===== config.mk =====
export PLATFORM = sky130hd
export DESIGN_NAME = pid_controller_clamped
export DESIGN_NICKNAME = d
export VERILOG_FILES = /design/src/hw/rtl/pidc_pkg.sv /design/src/hw/rtl/pidc_regs.sv /design/src/hw/rtl/pidc_useq.sv /design/src/hw/rtl/pidc_dpath.sv /design/src/hw/rtl/pid_controller_clamped.sv
export SDC_FILE = /design/constraint.sdc
export NUM_CORES = 2
export LEC_CHECK = 0
export BUFFER_PORTS_ARGS = -buffer_cell sky130_fd_sc_hd__buf_2
export CAP_MARGIN = 30
export CORE_ASPECT_RATIO = 0.9
export CORE_MARGIN = 2
export CORE_UTILIZATION = 50
export DETAILED_ROUTE_END_ITERATION = 10
export MAX_ROUTING_LAYER = met4
export PLACE_DENSITY = 0.74
export SYNTH_ARGS = -nofsm -noshare
export SYNTH_HDL_FRONTEND = slang
export SYNTH_HIERARCHICAL = 1
export SYNTH_SLANG_ARGS = --single-unit

===== constraint.sdc =====
create_clock -name clk_i -period 10 [get_ports clk_i]
set_input_delay 3 -clock clk_i [delete_from_list [all_inputs] [get_ports clk_i]]
set_output_delay 3 -clock clk_i [all_outputs]
set_load 0.02 [all_outputs]

===== src/hw/rtl/pidc_pkg.sv =====
// Shared types, constants and the control program for the clamped PID block.
// Used by pidc_regs, pidc_useq, pidc_dpath and pid_controller_clamped.
// No dependencies.
`default_nettype none

package pidc_pkg;

  // Configuration register indexes.
  typedef enum logic [2:0] {
    CFG_GAIN_P         = 3'd0,
    CFG_GAIN_I         = 3'd1,
    CFG_GAIN_D         = 3'd2,
    CFG_OUTPUT_LIMIT   = 3'd3,
    CFG_INTEGRAL_LIMIT = 3'd4,
    CFG_STEP_TIME      = 3'd5,
    CFG_STEP_RATE      = 3'd6
  } cfg_idx_e;

  // Input opcodes.
  typedef enum logic {
    OP_RUN   = 1'b0,
    OP_CLEAR = 1'b1
  } op_e;

  localparam int unsigned CfgDataW = 16;
  localparam int unsigned StepW    = 4;

  // Reset values: 1.5, 0.5, 1.0, 30.0, 30.0 (Q8.8), 1/16 s, 16 Hz.
  localparam logic [15:0] RST_GAIN_P         = 16'd384;
  localparam logic [15:0] RST_GAIN_I         = 16'd128;
  localparam logic [15:0] RST_GAIN_D         = 16'd256;
  localparam logic [14:0] RST_OUTPUT_LIMIT   = 15'd7680;
  localparam logic [14:0] RST_INTEGRAL_LIMIT = 15'd7680;
  localparam logic [15:0] RST_STEP_TIME      = 16'd4096;
  localparam logic [10:0] RST_STEP_RATE      = 11'd16;

  typedef struct packed {
    logic [15:0] gain_p;
    logic [15:0] gain_i;
    logic [15:0] gain_d;
    logic [14:0] output_limit;
    logic [14:0] integral_limit;
    logic [15:0] step_time;
    logic [10:0] step_rate;
  } cfg_t;

  // Multiplier operand selects.
  typedef enum logic [1:0] {
    A_X    = 2'd0,
    A_INTG = 2'd1,
    A_DIFF = 2'd2,
    A_PROD = 2'd3
  } a_sel_e;

  typedef enum logic [2:0] {
    B_STEP_TIME = 3'd0,
    B_GAIN_P    = 3'd1,
    B_GAIN_I    = 3'd2,
    B_GAIN_D    = 3'd3,
    B_STEP_RATE = 3'd4
  } b_sel_e;

  // Accumulator operations.
  typedef enum logic [1:0] {
    ACC_NONE   = 2'd0,
    ACC_LOAD16 = 2'd1,
    ACC_ADD    = 2'd2,
    ACC_ADD16  = 2'd3
  } acc_op_e;

  // One control word of the program.
  typedef struct packed {
    logic             mul_en;
    a_sel_e           a_sel;
    b_sel_e           b_sel;
    logic             int_upd;
    logic             int_clr;
    acc_op_e          acc_op;
    logic             prev_wr;
    logic             rnd;
    logic             emit;
    logic             emit_zero;
    logic             jmp_clr;
    logic [StepW-1:0] jmp_addr;
    logic             last;
  } ucw_t;

  // Sequencer to datapath control.
  typedef struct packed {
    logic load;
    logic fire;
    ucw_t cw;
  } ctl_t;

  // Program step addresses.
  localparam logic [StepW-1:0] ST_MUL_XT  = 4'd0;
  localparam logic [StepW-1:0] ST_INTEG   = 4'd1;
  localparam logic [StepW-1:0] ST_LOAD_P  = 4'd2;
  localparam logic [StepW-1:0] ST_ADD_I   = 4'd3;
  localparam logic [StepW-1:0] ST_MUL_SR  = 4'd4;
  localparam logic [StepW-1:0] ST_ADD_D   = 4'd5;
  localparam logic [StepW-1:0] ST_ROUND   = 4'd6;
  localparam logic [StepW-1:0] ST_EMIT    = 4'd7;
  localparam logic [StepW-1:0] ST_CLEAR   = 4'd8;
  localparam logic [StepW-1:0] ST_MAX     = 4'd8;

  // The control program. The multiplier result of each multiplying step is used by the next.
  function automatic ucw_t ucode(input logic [StepW-1:0] step);
    ucw_t w;
    w = '{mul_en: 1'b0, a_sel: A_X, b_sel: B_STEP_TIME, int_upd: 1'b0,
          int_clr: 1'b0, acc_op: ACC_NONE, prev_wr: 1'b0, rnd: 1'b0,
          emit: 1'b0, emit_zero: 1'b0, jmp_clr: 1'b0, jmp_addr: ST_CLEAR,
          last: 1'b0};
    case (step)
      ST_MUL_XT: begin
        w.mul_en  = 1'b1;
        w.a_sel   = A_X;
        w.b_sel   = B_STEP_TIME;
        w.jmp_clr = 1'b1;
      end
      ST_INTEG: begin
        w.int_upd = 1'b1;
        w.mul_en  = 1'b1;
        w.a_sel   = A_X;
        w.b_sel   = B_GAIN_P;
      end
      ST_LOAD_P: begin
        w.acc_op = ACC_LOAD16;
        w.mul_en = 1'b1;
        w.a_sel  = A_INTG;
        w.b_sel  = B_GAIN_I;
      end
      ST_ADD_I: begin
        w.acc_op = ACC_ADD;
        w.mul_en = 1'b1;
        w.a_sel  = A_DIFF;
        w.b_sel  = B_GAIN_D;
      end
      ST_MUL_SR: begin
        w.mul_en = 1'b1;
        w.a_sel  = A_PROD;
        w.b_sel  = B_STEP_RATE;
      end
      ST_ADD_D: begin
        w.acc_op  = ACC_ADD16;
        w.prev_wr = 1'b1;
      end
      ST_ROUND: begin
        w.rnd = 1'b1;
      end
      ST_EMIT: begin
        w.emit = 1'b1;
        w.last = 1'b1;
      end
      ST_CLEAR: begin
        w.int_clr   = 1'b1;
        w.emit      = 1'b1;
        w.emit_zero = 1'b1;
        w.last      = 1'b1;
      end
      default: begin
        w.last = 1'b1;
      end
    endcase
    return w;
  endfunction

endpackage

`default_nettype wire


===== src/hw/rtl/pidc_regs.sv =====
// Configuration register file of the clamped PID block.
// Depends on pidc_pkg for the register indexes, reset values and cfg_t.
`default_nettype none

module pidc_regs
  import pidc_pkg::*;
(
  input  wire logic                clk_i,
  input  wire logic                rst_ni,
  input  wire logic                wr_i,
  input  wire logic [2:0]          index_i,
  input  wire logic [CfgDataW-1:0] data_i,
  output      cfg_t                cfg_o
);

  cfg_t cfg_q, cfg_d;

  always_comb begin
    cfg_d = cfg_q;
    if (wr_i) begin
      case (cfg_idx_e'(index_i))
        CFG_GAIN_P:         cfg_d.gain_p         = data_i;
        CFG_GAIN_I:         cfg_d.gain_i         = data_i;
        CFG_GAIN_D:         cfg_d.gain_d         = data_i;
        CFG_OUTPUT_LIMIT:   cfg_d.output_limit   = data_i[14:0];
        CFG_INTEGRAL_LIMIT: cfg_d.integral_limit = data_i[14:0];
        CFG_STEP_TIME:      cfg_d.step_time      = data_i;
        CFG_STEP_RATE:      cfg_d.step_rate      = data_i[10:0];
        default:            cfg_d = cfg_q;
      endcase
    end
  end

  always_ff @(posedge clk_i or negedge rst_ni) begin
    if (!rst_ni) begin
      cfg_q <= '{gain_p: RST_GAIN_P, gain_i: RST_GAIN_I, gain_d: RST_GAIN_D,
                 output_limit: RST_OUTPUT_LIMIT, integral_limit: RST_INTEGRAL_LIMIT,
                 step_time: RST_STEP_TIME, step_rate: RST_STEP_RATE};
    end else begin
      cfg_q <= cfg_d;
    end
  end

  assign cfg_o = cfg_q;

endmodule

`default_nettype wire


===== src/hw/rtl/pidc_useq.sv =====
// Microcode sequencer: step counter, program lookup and the clear-command jump.
// Depends on pidc_pkg for the control word, the program and ctl_t.
`default_nettype none

module pidc_useq
  import pidc_pkg::*;
(
  input  wire logic clk_i,
  input  wire logic rst_ni,
  input  wire logic in_valid_i,
  output      logic in_ready_o,
  input  wire logic opcode_i,
  input  wire logic out_valid_i,
  input  wire logic out_ready_i,
  output      ctl_t ctl_o
);

  logic             busy_q, busy_d;
  logic [StepW-1:0] step_q, step_d;
  logic             op_q, op_d;
  logic             start;
  logic             stall;
  ucw_t             cw;

  assign in_ready_o = !busy_q;
  assign start      = in_valid_i && in_ready_o;
  assign cw         = ucode(step_q);
  // The emitting step waits while the output register still holds an untaken beat.
  assign stall      = cw.emit && out_valid_i && !out_ready_i;

  always_comb begin
    busy_d = busy_q;
    step_d = step_q;
    op_d   = op_q;
    if (start) begin
      busy_d = 1'b1;
      step_d = ST_MUL_XT;
      op_d   = opcode_i;
    end else if (busy_q && !stall) begin
      if (cw.last) begin
        busy_d = 1'b0;
      end else if (cw.jmp_clr && (op_e'(op_q) == OP_CLEAR)) begin
        step_d = cw.jmp_addr;
      end else begin
        step_d = step_q + 4'd1;
      end
    end
  end

  always_ff @(posedge clk_i or negedge rst_ni) begin
    if (!rst_ni) begin
      busy_q <= 1'b0;
      step_q <= ST_MUL_XT;
      op_q   <= OP_RUN;
    end else begin
      busy_q <= busy_d;
      step_q <= step_d;
      op_q   <= op_d;
    end
  end

  assign ctl_o.load = start;
  assign ctl_o.fire = busy_q && !stall;
  assign ctl_o.cw   = cw;

`ifndef SYNTHESIS
  a_start_enters_program: assert property (@(posedge clk_i) disable iff (!rst_ni)
    start |=> busy_q && (step_q == ST_MUL_XT))
    else $error("sequencer did not enter the first step after a beat");

  a_step_in_range: assert property (@(posedge clk_i) disable iff (!rst_ni)
    busy_q |-> step_q <= ST_MAX)
    else $error("step counter left the program");

  a_finish_on_last: assert property (@(posedge clk_i) disable iff (!rst_ni)
    $fell(busy_q) |-> $past(cw.last) && $past(ctl_o.fire))
    else $error("sequencer went idle before a last step");
`endif

endmodule

`default_nettype wire


===== src/hw/rtl/pidc_dpath.sv =====
// Datapath: shared 34x17 multiplier, integral with clamp, accumulator,
// rounding, output clamp and output register. Depends on pidc_pkg.
`default_nettype none

module pidc_dpath
  import pidc_pkg::*;
(
  input  wire logic        clk_i,
  input  wire logic        rst_ni,
  input  wire ctl_t        ctl_i,
  input  wire cfg_t        cfg_i,
  input  wire logic [15:0] position_x_i,
  output      logic        out_valid_o,
  input  wire logic        out_ready_i,
  output      logic [15:0] drive_shift_o,
  output      logic        output_clamped_o
);

  localparam logic signed [63:0] RndHalf = 64'sd8388608;

  logic signed [15:0] x_q, prev_q;
  logic signed [31:0] int_q;
  logic signed [50:0] p_q;
  logic signed [63:0] acc_q;
  logic signed [39:0] drv_q;
  logic               out_valid_q;
  logic [15:0]        drive_q;
  logic               clamp_q;

  logic signed [16:0] diff;
  logic signed [33:0] mul_a;
  logic signed [16:0] mul_b;
  logic signed [50:0] prod;
  logic signed [33:0] int_sum, int_lim, int_new;
  logic signed [63:0] p_ext, acc_new, rnd_sum;
  logic signed [39:0] lim40;
  logic [15:0]        drive_new;
  logic               clamp_new;

  assign diff = 17'(x_q) - 17'(prev_q);

  always_comb begin
    case (ctl_i.cw.a_sel)
      A_X:     mul_a = 34'(x_q);
      A_INTG:  mul_a = 34'(int_q);
      A_DIFF:  mul_a = 34'(diff);
      A_PROD:  mul_a = $signed(p_q[33:0]);
      default: mul_a = 34'(x_q);
    endcase
    case (ctl_i.cw.b_sel)
      B_STEP_TIME: mul_b = $signed({1'b0, cfg_i.step_time});
      B_GAIN_P:    mul_b = $signed({1'b0, cfg_i.gain_p});
      B_GAIN_I:    mul_b = $signed({1'b0, cfg_i.gain_i});
      B_GAIN_D:    mul_b = $signed({1'b0, cfg_i.gain_d});
      B_STEP_RATE: mul_b = $signed({6'd0, cfg_i.step_rate});
      default:     mul_b = $signed({1'b0, cfg_i.step_time});
    endcase
  end

  assign prod = mul_a * mul_b;

  // The integral limit is given in Q8.8 and the integral is Q8.24.
  assign int_sum = 34'(int_q) + $signed(p_q[33:0]);
  assign int_lim = $signed({3'b000, cfg_i.integral_limit, 16'h0000});

  always_comb begin
    if (int_sum > int_lim) begin
      int_new = int_lim;
    end else if (int_sum < -int_lim) begin
      int_new = -int_lim;
    end else begin
      int_new = int_sum;
    end
  end

  assign p_ext = 64'(p_q);

  always_comb begin
    case (ctl_i.cw.acc_op)
      ACC_LOAD16: acc_new = p_ext <<< 16;
      ACC_ADD:    acc_new = acc_q + p_ext;
      ACC_ADD16:  acc_new = acc_q + (p_ext <<< 16);
      default:    acc_new = acc_q;
    endcase
  end

  // Negate and add one half LSB of Q8.8; the top 40 bits are the floor.
  assign rnd_sum = (~acc_q) + 64'sd1 + RndHalf;

  assign lim40 = $signed({25'd0, cfg_i.output_limit});

  always_comb begin
    if (ctl_i.cw.emit_zero) begin
      drive_new = 16'd0;
      clamp_new = 1'b0;
    end else if (drv_q > lim40) begin
      drive_new = lim40[15:0];
      clamp_new = 1'b1;
    end else if (drv_q < -lim40) begin
      drive_new = 16'((-lim40));
      clamp_new = 1'b1;
    end else begin
      drive_new = drv_q[15:0];
      clamp_new = 1'b0;
    end
  end

  // Payload registers.
  always_ff @(posedge clk_i) begin
    if (ctl_i.load) begin
      x_q <= $signed(position_x_i);
    end
    if (ctl_i.fire) begin
      if (ctl_i.cw.mul_en) begin
        p_q <= prod;
      end
      if (ctl_i.cw.acc_op != ACC_NONE) begin
        acc_q <= acc_new;
      end
      if (ctl_i.cw.rnd) begin
        drv_q <= rnd_sum[63:24];
      end
      if (ctl_i.cw.emit) begin
        drive_q <= drive_new;
        clamp_q <= clamp_new;
      end
    end
  end

  // Controller state and output handshake.
  always_ff @(posedge clk_i or negedge rst_ni) begin
    if (!rst_ni) begin
      int_q       <= '0;
      prev_q      <= '0;
      out_valid_q <= 1'b0;
    end else begin
      if (ctl_i.fire && ctl_i.cw.int_clr) begin
        int_q <= '0;
      end else if (ctl_i.fire && ctl_i.cw.int_upd) begin
        int_q <= int_new[31:0];
      end
      if (ctl_i.fire && ctl_i.cw.prev_wr) begin
        prev_q <= x_q;
      end
      if (ctl_i.fire && ctl_i.cw.emit) begin
        out_valid_q <= 1'b1;
      end else if (out_ready_i) begin
        out_valid_q <= 1'b0;
      end
    end
  end

  assign out_valid_o      = out_valid_q;
  assign drive_shift_o    = drive_q;
  assign output_clamped_o = clamp_q;

`ifndef SYNTHESIS
  a_clear_zeroes: assert property (@(posedge clk_i) disable iff (!rst_ni)
    ctl_i.fire && ctl_i.cw.int_clr |=> (int_q == 32'sd0) && (drive_shift_o == 16'd0)
      && !output_clamped_o && out_valid_o)
    else $error("clear beat did not zero the integral and the drive");

  a_drive_in_limit: assert property (@(posedge clk_i) disable iff (!rst_ni)
    out_valid_o |-> ($signed(drive_shift_o) <= $signed({1'b0, cfg_i.output_limit}))
      && ($signed(drive_shift_o) >= -$signed({1'b0, cfg_i.output_limit})))
    else $error("drive beyond the output limit");

  a_clamp_flag_at_limit: assert property (@(posedge clk_i) disable iff (!rst_ni)
    out_valid_o && output_clamped_o |->
      (drive_shift_o == {1'b0, cfg_i.output_limit})
      || (drive_shift_o == 16'(-$signed({1'b0, cfg_i.output_limit}))))
    else $error("clamp flag set with the drive off the limit");
`endif

endmodule

`default_nettype wire


===== src/hw/rtl/pid_controller_clamped.sv =====
// Top level of the clamped PID controller: register file, sequencer, datapath.
// Depends on pidc_pkg, pidc_regs, pidc_useq and pidc_dpath.
//
//   channel  direction  handshake              payload
//   in       input      in_valid_i/in_ready_o  opcode_i, position_x_i
//   out      output     out_valid_o/out_ready_i drive_shift_o, output_clamped_o
//   cfg      input      cfg_valid_i/cfg_ready_o cfg_index_i, cfg_data_i
//
// A run beat takes 8 program steps after acceptance, a clear beat 2; the next
// beat is taken in the cycle after the last step; beats do not overlap.
// The single shared 34x17 multiplier makes at most one product a step.
// The result waits in an output register; only the emitting step stalls on it.
// Reset is asynchronous; the integral and the previous sample reset to zero.
// The configuration port is always ready.
`default_nettype none

module pid_controller_clamped
  import pidc_pkg::*;
(
  input  wire logic                clk_i,
  input  wire logic                rst_ni,
  input  wire logic                in_valid_i,
  output      logic                in_ready_o,
  input  wire logic                opcode_i,
  input  wire logic [15:0]         position_x_i,
  output      logic                out_valid_o,
  input  wire logic                out_ready_i,
  output      logic [15:0]         drive_shift_o,
  output      logic                output_clamped_o,
  input  wire logic                cfg_valid_i,
  output      logic                cfg_ready_o,
  input  wire logic [2:0]          cfg_index_i,
  input  wire logic [CfgDataW-1:0] cfg_data_i
);

  cfg_t cfg;
  ctl_t ctl;

  assign cfg_ready_o = 1'b1;

  pidc_regs u_regs (
    .clk_i   (clk_i),
    .rst_ni  (rst_ni),
    .wr_i    (cfg_valid_i && cfg_ready_o),
    .index_i (cfg_index_i),
    .data_i  (cfg_data_i),
    .cfg_o   (cfg)
  );

  pidc_useq u_useq (
    .clk_i       (clk_i),
    .rst_ni      (rst_ni),
    .in_valid_i  (in_valid_i),
    .in_ready_o  (in_ready_o),
    .opcode_i    (opcode_i),
    .out_valid_i (out_valid_o),
    .out_ready_i (out_ready_i),
    .ctl_o       (ctl)
  );

  pidc_dpath u_dpath (
    .clk_i            (clk_i),
    .rst_ni           (rst_ni),
    .ctl_i            (ctl),
    .cfg_i            (cfg),
    .position_x_i     (position_x_i),
    .out_valid_o      (out_valid_o),
    .out_ready_i      (out_ready_i),
    .drive_shift_o    (drive_shift_o),
    .output_clamped_o (output_clamped_o)
  );

endmodule

`default_nettype wire

==> results.sh <==
export IMPL_clock_path_buffers=3
export IMPL_fin_util_pct=53.9
export IMPL_cp_slowest_cell="mux4_2"
export IMPL_wl_mm=133
export IMPL_layout_min_cycle_time_ns=9.58
export IMPL_cp_start_kind="flip-flop"
export IMPL_die_w_um=322
export IMPL_setup_viol_count_final=0
export IMPL_grt_use_total_pct=29.6
export IMPL_nets=5932
export IMPL_boundaryPins=61
export IMPL_dp_slack_ns=0.0297
export IMPL_final_hold_violation_count=0
export IMPL_drt_iter0_drc=3524
export IMPL_max_slew_worst_pin_slew_ns=1.07
export IMPL_wl_per_cell_um=21.5
export IMPL_synthCells=4980
export IMPL_relSlewSlack_pct=27.7
export IMPL_layout_common_cells="707 x inv_1, 558 x nand2_1, 520 x fa_1"
export IMPL_cp_common_cell="fa_1"
export IMPL_status="complete, no violations"
export IMPL_core_um2=90600
export IMPL_grt_pass1_wl_mm=210
export IMPL_cts_tree="done"
export IMPL_hp_class="reg -> reg"
export IMPL_htree_levels=2
export IMPL_grt_overflow_total=0
export IMPL_clock_skew_ns=0.0335
export IMPL_final_common_cell="inv_1"
export IMPL_setup_ws_ns=0.416
export IMPL_die_area_um2=93500
export IMPL_vias=36960
export IMPL_path_delay_family="adder cells"
export IMPL_clock_fmax_mhz=104
export IMPL_rows=105
export IMPL_cap_violations=0
export IMPL_synth_warnings=6
export IMPL_n_antenna_cell=0
export IMPL_place_detailed_hpwl_mm=106
export IMPL_antenna_found_initial=1
export IMPL_fin_crit_sh_pct=95.8
export IMPL_post_dp_cell_area_um2=47500
export IMPL_grt_pass1_vias=36785
export IMPL_cp_data_required_time_ns=10.30
export IMPL_drtPass1Iterations=6
export IMPL_final_antenna_net_count=0
export IMPL_cts_buffers=38
export IMPL_clkTransAtPathRegs_ns=0.06
export IMPL_max_stage_delay_ns=0.63
export IMPL_routabilityCongestion=1.02
export IMPL_cp_data_arrival_time_ns=9.89
export IMPL_clock_sinks=348
export IMPL_io_buffers=59
export IMPL_r2r_slack_ns=0.42
export IMPL_area_growth_pct=7.34
export IMPL_route_detailed_drc=0
export IMPL_crit_path_end_kind="flip-flop"
export IMPL_synth_cell_area_um2=45500
export IMPL_start_util_pct=50.2
export IMPL_final_area_um2=48900
export IMPL_synth_nets=5919
export IMPL_crit_type="reg -> reg"
export IMPL_vias_per_cell=5.96
export IMPL_finalMaxSlewViolations=0
export IMPL_fp_dieH_um=290
export IMPL_cts_root_buf="clkbuf_16"
export IMPL_cp_num_buf_inv=6
export IMPL_insertion_delay_ns=0.58
export IMPL_avgSynthCellArea_um2=9.15
export IMPL_cp_max_fo=5
export IMPL_drive_above_1_share_pct=9.26
export IMPL_grt_max_degree=103
==> area by class of cell <==
type                            instances  area, um2
Tap cell                             1177       1470
Timing Repair Buffer                  170       1180
Clock buffer                           47       1030
Fill cell                            8150      41800
Clock inverter                         21        206
Inverter                              707       2650
Sequential cell                       348       9670
Multi-Input combinational cell       3728      32700
==> final timing paths <==
kind,startpoint,to,cells past startpoint
min in group asynchronous,rst_ni,u_regs/cfg_o[81],1
hold / removal,u_dpath/prev_q[0],u_dpath/prev_q[0],2
setup reg to reg,u_dpath/prev_q[1],u_dpath/p_q[50],35
max in group asynchronous,rst_ni,u_dpath/prev_q[10],2
hold reg to reg,u_dpath/prev_q[0],u_dpath/prev_q[0],2
setup / recovery,u_dpath/prev_q[1],u_dpath/p_q[50],35
==> worst register-to-register path: cells and delay by family, from the launching register on <==
family	cells	cell delay [ns]
xor+xnor	1	0.20
fa+ha+maj	8	3.57
mux	1	0.63
simple gates	6	1.02
compound gates	13	2.89
buf+inv	6	0.59
flops	1	0.40
==> routing by layer <==
layer	GRT usage (%)	vias to the layer above	part of all wire, %
li1	-	16873	-
met1	42.3	18262	45
met2	43.5	1607	43
met3	5.64	218	9.6
met4	6.94	0	2.5
met5	-	-	0
==> registers in the layout, indices dropped and copies added (netlist names) <==
name	count
u_dpath/acc_q	64
u_dpath/drive_shift_o	16
u_dpath/drv_q	40
u_dpath/int_q	32
u_dpath/out_valid_o	1
u_dpath/output_clamped_o	1
u_dpath/p_q	51
u_dpath/prev_q	16
u_dpath/x_q	16
u_regs/cfg_o	105
u_useq/busy_q	1
u_useq/op_q	1
u_useq/step_q	4
==> through the flow <==
stage          cells  hold WS [ns]  setup TNS (ns)
2_1_floorplan   4980         0.454               0
5_1_grt         6198         0.520         -0.0215
3_3_place_gp    6117         0.477               0
3_5_place_dp    6119         0.488               0
4_1_cts         6187         0.505               0
6_report        6198         0.497               0
==> repair_timing <==
item,CTS,global route
pin swaps,0,1
setup buffers,0,6
resized for setup,1,26
hold buffers,0,0
setup endpoints to repair,2,16
gates cloned,0,1
Power is left out: the tool's default activity adds up to more than one toggle a clock period on the data nets, which glitch-free logic cannot reach.
